**src/rtl/core/dss_pkg.sv**
```systemverilog
// Package for the divisor-sum block: widths, sequencer states.
// No dependencies.
`default_nettype none
package dss_pkg;
    localparam int VALUE_W  = 32;
    localparam int SUM_W    = 36;
    localparam int EXCESS_W = 37;

    typedef enum logic [2:0] {
        ST_IDLE,
        ST_DIV,
        ST_WAIT,
        ST_MUL,
        ST_DONE
    } state_t;
endpackage
`default_nettype wire

```
**src/rtl/core/divisor_sum_sigma_top.sv**
```systemverilog
// Top level of the divisor-sum block: sequencer around one shared divider.
// Depends on dss_pkg and dss_divider.
`default_nettype none
// Computes sigma(value) and sigma(value) - 2*value by trial division: 2, then
// odd candidates d while d <= rest/d. Every trial is one pass of a shared
// restoring divider: a start state, one divide step per quotient bit and a
// decision in the wait state. Each prime factor divided out adds a shift-add
// multiply-accumulate, and a prime cofactor left at the end adds one more. A
// prime near 2^32 tries about 32800 candidates. One request is worked at a
// time; s_ready is low from the accept until the result is taken. Sums of
// 32-bit values always fit in 36 bits.
module divisor_sum_sigma_top #(
    parameter int VALUE_WIDTH = dss_pkg::VALUE_W
) (
    input  wire logic                            aclk,
    input  wire logic                            aresetn,
    input  wire logic                            s_valid,
    output logic                                 s_ready,
    input  wire logic [dss_pkg::VALUE_W-1:0]     s_value,
    output logic                                 m_valid,
    input  wire logic                            m_ready,
    output logic [dss_pkg::SUM_W-1:0]            m_divisor_sum,
    output logic signed [dss_pkg::EXCESS_W-1:0]  m_excess
);
    import dss_pkg::*;

    localparam int NW = (VALUE_WIDTH < VALUE_W) ? VALUE_WIDTH : VALUE_W;

    state_t state_reg, state_next;

    logic [VALUE_W-1:0] n_reg, n_next;
    logic [VALUE_W-1:0] rest_reg, rest_next;
    logic [VALUE_W-1:0] d_reg, d_next;
    logic [SUM_W-1:0]   sum_reg, sum_next;       // product of finished prime terms
    logic [SUM_W-1:0]   acc_reg, acc_next;       // multiply-accumulate result
    logic [SUM_W-1:0]   mcand_reg, mcand_next;
    logic [VALUE_W-1:0] mplier_reg, mplier_next;
    logic               strip_reg, strip_next;   // 1: stripping prime d
    logic               tail_reg, tail_next;     // 1: multiply for leftover prime
    logic               div_start;
    logic               div_busy;
    logic [VALUE_W-1:0] quo, rem;
    logic [VALUE_W-1:0] s_masked;
    logic               loop_exit;
    logic               divides;
    logic               mul_done;

    assign s_masked = s_value & VALUE_W'((64'd1 << NW) - 64'd1);

    dss_divider #(.WIDTH(VALUE_W)) u_div (
        .aclk      (aclk),
        .aresetn   (aresetn),
        .start     (div_start),
        .dividend  (rest_reg),
        .divisor   (d_reg),
        .busy      (div_busy),
        .quotient  (quo),
        .remainder (rem)
    );

    // Decode the finished division and multiply
    assign loop_exit = !strip_reg && (d_reg != VALUE_W'(2)) && (d_reg > quo);
    assign divides   = (rem == '0);
    assign mul_done  = (mplier_reg == '0);

    // Next state
    always_comb begin
        state_next = state_reg;
        case (state_reg)
            ST_IDLE: begin
                if (s_valid) begin
                    if (s_masked <= VALUE_W'(1)) state_next = ST_DONE;
                    else state_next = ST_DIV;
                end
            end
            ST_DIV:  state_next = ST_WAIT;
            ST_WAIT: begin
                if (!div_busy) begin
                    if (loop_exit) begin
                        if (rest_reg > VALUE_W'(1)) state_next = ST_MUL;
                        else state_next = ST_DONE;
                    end else if (divides) begin
                        state_next = ST_MUL;
                    end else begin
                        state_next = ST_DIV;
                    end
                end
            end
            ST_MUL: begin
                if (mul_done) begin
                    if (tail_reg) state_next = ST_DONE;
                    else state_next = ST_DIV;
                end
            end
            ST_DONE: if (m_ready) state_next = ST_IDLE;
            default: state_next = ST_IDLE;
        endcase
    end

    // Datapath and divider control
    always_comb begin
        n_next      = n_reg;
        rest_next   = rest_reg;
        d_next      = d_reg;
        sum_next    = sum_reg;
        acc_next    = acc_reg;
        mcand_next  = mcand_reg;
        mplier_next = mplier_reg;
        strip_next  = strip_reg;
        tail_next   = tail_reg;
        div_start   = 1'b0;
        case (state_reg)
            ST_IDLE: begin
                // Load the request; zero and one finish at once
                if (s_valid) begin
                    n_next     = s_masked;
                    rest_next  = s_masked;
                    d_next     = VALUE_W'(2);
                    sum_next   = (s_masked == '0) ? '0 : SUM_W'(1);
                    strip_next = 1'b0;
                    tail_next  = 1'b0;
                end
            end
            ST_DIV: div_start = 1'b1;
            ST_WAIT: begin
                if (!div_busy) begin
                    if (loop_exit) begin
                        // Leftover cofactor is prime: sum * rest + sum
                        acc_next    = sum_reg;
                        mcand_next  = sum_reg;
                        mplier_next = rest_reg;
                        tail_next   = 1'b1;
                    end else if (divides) begin
                        // Divide d out; prime term by Horner: acc * d + sum
                        rest_next   = quo;
                        acc_next    = sum_reg;
                        mcand_next  = strip_reg ? acc_reg : sum_reg;
                        mplier_next = d_reg;
                    end else begin
                        // Close the prime term and advance the candidate
                        if (strip_reg) sum_next = acc_reg;
                        strip_next = 1'b0;
                        d_next     = (d_reg == VALUE_W'(2)) ? VALUE_W'(3)
                                                            : d_reg + VALUE_W'(2);
                    end
                end
            end
            ST_MUL: begin
                // Shift-add one multiplier bit per cycle
                if (mul_done) begin
                    if (tail_reg) sum_next = acc_reg;
                    strip_next = 1'b1;
                end else begin
                    if (mplier_reg[0]) acc_next = acc_reg + mcand_reg;
                    mcand_next  = {mcand_reg[SUM_W-2:0], 1'b0};
                    mplier_next = {1'b0, mplier_reg[VALUE_W-1:1]};
                end
            end
            default: ;
        endcase
    end

    always_ff @(posedge aclk) begin
        if (!aresetn) begin
            state_reg <= ST_IDLE;
        end else begin
            state_reg <= state_next;
        end
        n_reg      <= n_next;
        rest_reg   <= rest_next;
        d_reg      <= d_next;
        sum_reg    <= sum_next;
        acc_reg    <= acc_next;
        mcand_reg  <= mcand_next;
        mplier_reg <= mplier_next;
        strip_reg  <= strip_next;
        tail_reg   <= tail_next;
    end

    assign s_ready       = (state_reg == ST_IDLE);
    assign m_valid       = (state_reg == ST_DONE);
    assign m_divisor_sum = sum_reg;
    assign m_excess      = $signed(EXCESS_W'({1'b0, sum_reg}) - EXCESS_W'({n_reg, 1'b0}));

`ifndef NO_ASSERTIONS
    // Result never shows while a request is being taken
    a_excl: assert property (@(posedge aclk) disable iff (!aresetn)
        !(s_ready && m_valid)) else $error("ready and valid overlap");
    // A unit request finishes with sum one
    a_unit: assert property (@(posedge aclk) disable iff (!aresetn)
        (m_valid && n_reg == VALUE_W'(1)) |-> sum_reg == SUM_W'(1))
        else $error("sigma(1) wrong");
    // Divider is idle whenever a result is offered
    a_div: assert property (@(posedge aclk) disable iff (!aresetn)
        m_valid |-> !div_busy) else $error("divider busy at result");
    // Hold a stalled result unchanged
    a_hold: assert property (@(posedge aclk) disable iff (!aresetn)
        (m_valid && !m_ready) |=>
        (m_valid && $stable(m_divisor_sum) && $stable(m_excess)))
        else $error("result changed while stalled");
`endif
endmodule
`default_nettype wire

```
**src/rtl/core/dss_divider.sv**
```systemverilog
// Restoring divider, one quotient bit per cycle.
// Does not depend on dss_pkg; standalone.
`default_nettype none
module dss_divider #(
    parameter int WIDTH = 32
) (
    input  wire logic             aclk,
    input  wire logic             aresetn,
    input  wire logic             start,
    input  wire logic [WIDTH-1:0] dividend,
    input  wire logic [WIDTH-1:0] divisor,
    output logic                  busy,
    output logic [WIDTH-1:0]      quotient,
    output logic [WIDTH-1:0]      remainder
);
    localparam int CW = $clog2(WIDTH + 1);

    logic [WIDTH-1:0] q_reg, q_next;
    logic [WIDTH-1:0] r_reg, r_next;
    logic [WIDTH-1:0] d_reg, d_next;
    logic [CW-1:0]    cnt_reg, cnt_next;
    logic             busy_reg, busy_next;
    logic [WIDTH:0]   trial;

    // Shift in one dividend bit and try a subtract
    always_comb begin
        q_next    = q_reg;
        r_next    = r_reg;
        d_next    = d_reg;
        cnt_next  = cnt_reg;
        busy_next = busy_reg;
        trial     = {r_reg, q_reg[WIDTH-1]};
        if (start) begin
            q_next    = dividend;
            r_next    = '0;
            d_next    = divisor;
            cnt_next  = CW'(WIDTH);
            busy_next = 1'b1;
        end else if (busy_reg) begin
            if (trial >= {1'b0, d_reg}) begin
                r_next = WIDTH'(trial - {1'b0, d_reg});
                q_next = {q_reg[WIDTH-2:0], 1'b1};
            end else begin
                r_next = trial[WIDTH-1:0];
                q_next = {q_reg[WIDTH-2:0], 1'b0};
            end
            cnt_next = cnt_reg - 1'b1;
            if (cnt_reg == CW'(1)) begin
                busy_next = 1'b0;
            end
        end
    end

    always_ff @(posedge aclk) begin
        if (!aresetn) begin
            busy_reg <= 1'b0;
            cnt_reg  <= '0;
        end else begin
            busy_reg <= busy_next;
            cnt_reg  <= cnt_next;
        end
        q_reg <= q_next;
        r_reg <= r_next;
        d_reg <= d_next;
    end

    assign busy      = busy_reg;
    assign quotient  = q_reg;
    assign remainder = r_reg;
endmodule
`default_nettype wire
```
**config.mk**
```make
export PLATFORM = sky130hd
export DESIGN_NAME = divisor_sum_sigma_top
export DESIGN_NICKNAME = d
export VERILOG_FILES = /design/src/rtl/core/dss_pkg.sv /design/src/rtl/core/divisor_sum_sigma_top.sv /design/src/rtl/core/dss_divider.sv
export SDC_FILE = /design/constraint.sdc
export NUM_CORES = 1
export LEC_CHECK = 0
export BUFFER_PORTS_ARGS = -buffer_cell sky130_fd_sc_hd__buf_2
export CAP_MARGIN = 10
export CORE_ASPECT_RATIO = 1.25
export CORE_MARGIN = 10
export CORE_UTILIZATION = 30
export CTS_BUF_LIST = sky130_fd_sc_hd__clkbuf_8
export CTS_CLUSTER_DIAMETER = 60
export DETAILED_ROUTE_END_ITERATION = 16
export PLACE_DENSITY = 0.52
export SYNTH_ARGS = -nofsm -noshare
export SYNTH_HDL_FRONTEND = slang
export SYNTH_SLANG_ARGS = --single-unit
export TNS_END_PERCENT = 5
```
**constraint.sdc**
```tcl
create_clock -name aclk -period 13.7 [get_ports aclk]
set_input_delay 0 -clock aclk [delete_from_list [all_inputs] [get_ports aclk]]
set_output_delay 0 -clock aclk [all_outputs]
set_load 0.005 [all_outputs]
```
# Word level (Yosys, flattened, before mapping)
# Index checks and enable logic that the tools add are counted.
# totals
regBits,344
latchBits,0
ramBits,0
rom_bits,0
in_bits,36
out_inout_bits,75
word_cells,131
mem_count,0
# classes
add_sub_neg,5
n_mul,0
div_mod_pow,0
magnitude_cmp,4
eq_ne,19
shift,0
n_mux,65
bitwise_logic,1
reduce_logical,21
# ops
op,count
$mux 36,16
$mux 32,16
$pmux 32 s2,3
$pmux 36 s2,2
$pmux 36 s3,1
$logic_not 32->1,3
$sub 36x33->37,1
$add 36x36->36,1
$ge 33x32->1,1
$add 32x2->32 const B,1
$eq 32x2->1 const B,1
$gt 32x1->1 const B,1
$gt 32x32->1,1
$le 32x1->1 const B,1
$ne 32x2->1 const B,1
$sub 32x32->32,1
$mux 3,8
$ne 2x2->1 const B,10
$pmux 3 s5,1
$reduce_and 5->1,3
$mux 1,13
$mux 6,2
$reduce_and 4->1,3
$reduce_and 7->1,1
19 further kinds,23

# Longest topological paths before layout
# logic_depth
ltp_word,6
ltp_mapped,14
ltp_nobuf,12

# Cells and area by module
# From an unflattened synthesis, not the netlist that was laid out.
# unflattened
cells_unflattened,2126
hier_area_um2,21351.7
# by_module_without_submodules
module,n_inst,cells_per_inst,area_per_inst_um2,seq_area_each_um2
divisor_sum_sigma_top,1,1533,15477.3,7206.9
dss_divider,1,593,5874.4,2702.6

# Worst setup path after synthesis
# Ideal clock, no wire load.
# synth_path
path_kind,register -> register
start,register d_reg[27]
end,"register mcand_reg[0], enable pin"
setup_time_ps,517
arrival_ps,5467
required_time_ps,13183
slack_ps,7717
stages_incl_launch_ff,10
n_path_buf,0
period_less_slack_ps,5983
path_cell_list,edfxtp_1 -> ha_1 -> nand4_1 -> or2_2 -> o221ai_1 -> a221oi_1 -> nor2b_1 -> nor2_4 -> a211o_1 -> a21oi_1
# synth_between
elab_chain_cells,5
word_cells_on_any_way,6
cone_classes,1 x order compare; 2 x eq/ne; 3 x reduce/logical
# synth_lines
item,line_no,rtl
"start, declared",divisor_sum_sigma_top.sv:33,"logic [VALUE_W-1:0] d_reg, d_next;"
"start signal, assigned",divisor_sum_sigma_top.sv:171,d_reg <= d_next;
branches (longest 2 deep; another with $gt 32x32->1),-,
$logic_and 1x1->1 *,divisor_sum_sigma_top.sv:62,assign loop_exit = !strip_reg && (d_reg != VALUE_W'(2)) && (d_reg > quo);
$ne 3x3->1 (no line) *,-,
$reduce_and 4->1 (no line) *,-,
"end signal, assigned",divisor_sum_sigma_top.sv:174,mcand_reg <= mcand_next;
"end, declared",divisor_sum_sigma_top.sv:36,"logic [SUM_W-1:0] mcand_reg, mcand_next;"
# Every way passes the cells marked *.
# A chain may end at the register's enable or synchronous reset.

# Worst setup path in the final report
# layout_path
start,register d_reg[27]
end,"register mplier_reg[20], enable pin"
# layout_between
elab_chain_cells,5
word_cells_on_any_way,6
cone_classes,1 x order compare; 2 x eq/ne; 3 x reduce/logical
# layout_lines
item,line_no,rtl
branches (longest 2 deep; another with $gt 32x32->1),-,
$logic_and 1x1->1 *,divisor_sum_sigma_top.sv:62,
$ne 3x3->1 (no line) *,-,
$reduce_and 4->1 (no line) *,-,
"end signal, assigned",divisor_sum_sigma_top.sv:175,mplier_reg <= mplier_next;
"end, declared",divisor_sum_sigma_top.sv:37,"logic [VALUE_W-1:0] mplier_reg, mplier_next;"
# Marks and branches as above.

==> metrics list <==
- The first detailed-routing pass ran for 6 iterations.
- Leaving out filler cells and counting taps, the final layout contains 3257.
* Die ar.: 0.0817 mm^2
- The worst register-to-register path begins at d_reg[27]$_SDFFCE_PP0P_.
- Number of DRC markers after the initial detailed-route iteration: 1046
- In this design, the stage delay of the slowest critical-path cell is 740 ps.
- Clk pin slew, worst setup/hold paths: 60 ps
- Detailed routing inserted a total of 16800 vias.
* Number of antenna violations at the first check in global routing: 6
- Width of the die: 258 um
- Sequential cells were found to cover 46.8% of the synthesized design area.
- Most congested layer reported by global routing: met2
- WP data required: 13940 ps
- Across the run, the number of max-cap violations was 0.
* Fill cell total of the finished layout: 7087
* Commonest cells after routing, fill and taps aside: 302 x edfxtp_1, 283 x nand2_1, 232 x o21ai_0, 147 x inv_1, 134 x ha_1
- Series of cell instances along the critical path: ha_1 > nand4_1 > or2_2 > o221ai_1 > a221oi_1 > nor2b_1 > nor2_4 > buf_4 > a211o_1 > a21oi_4 > buf_4
- Area taken by multi-input logic gates: 0.0104 mm^2
- Cell mode on critical path: buf_4
- Effective utilization at floorplan: 30.4%
- Final weighted congestion in routability-driven placement: 0.892
- Proportion of synthesized flip-flops having asynchronous set or reset: 0%
* Unrepaired setup endpoints after global routing: false
* Worst skew pair latency: 660 ps
* Met3 routing resource usage after global routing: 2.44%
- CTS resizes: 0
* Tcrit/Tclk final: 31.3%
- Share of layout cells above drive strength 1: 10.5%
- In this run the cell area of the synthesized design comes to 0.0212 mm^2.
- Hold path startpoint: s_value[29]
- The smallest clock period supported by the final layout is computed as 4290 ps.
- Across the whole layout, storage elements account for 0.00991 mm^2.
- Pin count of the biggest net entering global routing: 93
- For this run, global-route usage on met2 was measured as 27.2%.
- EDFF count, synth: 302
- Number of global-route vias before repair: 17100
- In the synthesized netlist the dominant register cell turns out to be edfxtp_1.
- Placeable core region: 0.0697 mm^2
- DRC viols: 0
- Post-layout utilization of the core: 34.6%
* Final Hold Viols: 0
- Clock Skews: 53.9 ps
- The clock tree synthesis step divided the H-tree into 2 levels.
- Status: finished, final reports clean
- The cell sitting at the root of the clock tree is a clkbuf_8.
* Ratio of total power to cell area: 190 mW/mm^2
- Ports: 111
* Final design instance area without fill: 0.0241 mm^2
- In this run the worst path has a maximum fanout of 68.
- The routed design has 64100 um of wire.
- Across all register-to-register paths, the minimum setup slack is 9410 ps.
- The detail route stage leaves a number of antenna-violating nets equal to 0.
- Buffers placed on the I/O ports in this run total 110.
* Worst hold path type: input port to flop
- After synthesis the netlist holds a flip-flop and latch count of 344.
* Grt met1 use: 18.3%
- Setup violations remaining at the end of the flow were counted as 0.
- Startpoint types: flop
- Total negative slack for setup checks: 0 ps
- Measured against its own limit, the worst slew margin works out to 32.9%.
- Crit path kind: flop to flop
- Number of buffers added by the clock tree synthesis step: 57
- Maximum clock insertion buffer count: 3
- Counting cells, the worst reg-to-reg path comes to 11.
- Derived from the worst setup path, the maximum achievable clock frequency is 233 MHz.
* Final-layout worst hold slack: 154 ps
- Net count, final: 2453
* Yosys synthesis warning count: 0
* HPWL reported at the end of detailed placement: 46200 um
- Endpoint of the most critical register-to-register path: mplier_reg[20]$_DFFE_PP_
* Cell Area, Placed: 0.0227 mm^2
- Including well taps, the total number of placed cells is 3120.
- Worst IR drop on VDD: 0.0884 mV
* Vias per std cell: 5.16
- Crit path from: d_reg[27]$_SDFFCE_PP0P_
- GRT Util Overall: 15.3%
- Std-Cell Rows: 108
- Worst Setup End Kind: flop
* Cell type of the slowest stage on the worst timing path: buf_4
* Tightest Pin Transition: 1010 ps
* Commonest non-fill, non-tap cell in the layout: edfxtp_1
- After global routing the overflow that remains totals 0.
* LEAKAGE: 0.00962 uW
- Dividing the synthesized area by the synthesized cell count gives 9.82 um^2.
* Clock tree from TritonCTS: yes
* Wire length of the first global-routing pass: 99200 um
* Die height: 317 um
- Endpoint of the worst setup timing path: mplier_reg[20]$_DFFE_PP_
- Compared with the post-synthesis result, the final layout area differs by 13.9%.
- Net count of the mapped netlist: 2328
- At the worst endpoint, the arrival time is 4530 ps.
- Average routed wire per standard cell: 19.7 um
- Final-report max-slew violation count: 0
- # clock sinks: 344
* Count of unique library cells instantiated by Yosys: 74
- In the synthesized netlist, the number of instances is 2155.
## power breakdown
part           internal [uW]  switching, uW  total (uW)
Sequential              1480            228        1710
Clock                    459            439         898
Combinational            789           1200        1990
## logic make-up (layout without fill, tap and decap cells)
| logic type | Yosys count | after routing | share of synthesized area [%] |
|---|---|---|---|
| multiplexers | 87 | 87 | 4.11 |
| XOR/XNOR | 113 | 113 | 4.68 |
| AO/OA/AOI/OAI | 613 | 613 | 18.2 |
| buffers and inverters | 233 | 397 | 4.40 |
| adder cells (fa/ha/maj) | 137 | 137 | 8.20 |
| AND/OR/NAND/NOR | 628 | 628 | 13.6 |
| flip-flops | 344 | 344 | 46.8 |
| other | 0 | 3 | 0 |
## timing repair
item / in CTS / in global routing
endpoints found under the hold margin: 76 / 0
setup buffers: 0 / 0
hold buffers: 35 / 0
## per-stage QoR
stage / total power, uW / worst slack, ps
after floorplan: 3070 / 7720
after global placement: 3680 / 9460
after detailed placement: 3700 / 9390
after CTS: 4640 / 9380
after global routing: 4930 / 9200
final: 4590 / 9410
## routing by layer
layer | vias up | wire, um
li1 | 8160 | -
met3 | 132 | 2780
met2 | 402 | 31600
met4 | 4 | 2170
met1 | 8113 | 27500
met5 | - | 21
## worst max-delay path, delay by kind of cell, from the launching register on
| kind | cells | cell delay [ps] |
|---|---|---|
| compound gates | 4 | 1020 |
| buf+inv | 2 | 1060 |
| simple gates | 4 | 840 |
| fa+ha+maj | 1 | 370 |
| flops | 1 | 540 |
## worst min path at each step
stage / slack, ps / end / depth (start not counted)
6_report: 150 / n_reg[29]$_DFFE_PP_ / 2
3_3_place_gp: 270 / n_reg[28]$_DFFE_PP_ / 1
2_1_floorplan: 100 / n_reg[0]$_DFFE_PP_ / 0
5_1_grt: 110 / n_reg[31]$_DFFE_PP_ / 2
3_5_place_dp: 270 / n_reg[28]$_DFFE_PP_ / 1
4_1_cts: 100 / n_reg[31]$_DFFE_PP_ / 2
## Yosys cell counts, types with 4 or more instances
master,number,area [um^2]
nor3_1,22,110
a211o_1,10,87.6
and4_1,8,70.1
and2_1,6,37.5
a211oi_1,27,203
o21ai_0,233,1170
o21bai_1,12,90.1
nand2_1,285,1070
o211ai_1,8,60.1
nand2b_1,17,106
a21boi_0,5,37.5
a21o_1,50,375
clkbuf_1,78,293
a22o_1,35,307
nor4_1,43,269
buf_1,6,22.5
xnor2_1,61,534
a21oi_1,125,626
o31ai_1,4,30.0
o41ai_1,4,35.0
o21ai_1,9,45.0
edfxtp_1,302,9070
buf_6,4,45.0
ha_1,134,1680
nor2b_1,15,93.8
mux2i_1,87,871
or3_1,10,62.6
dfxtp_1,42,841
nand4_1,33,206
nor2_1,129,484
a221oi_1,4,35.0
buf_2,4,20.0
inv_1,137,514
a31oi_1,17,106
o21a_1,23,173
xor2_1,52,455
or2_2,9,56.3
nand3_1,28,140
and3_1,11,68.8
## area by class of cell
type	count	share of cell area, %
multi-input cells	1578	43.1
well taps	935	4.85
clock inverters	38	1.01
clock buffers	60	3.42
repair buffers	162	4.35
flip-flops and latches	344	41.1
inverters	137	2.14
diodes	3	0.0311
Power figures use the tool's default switching activity.
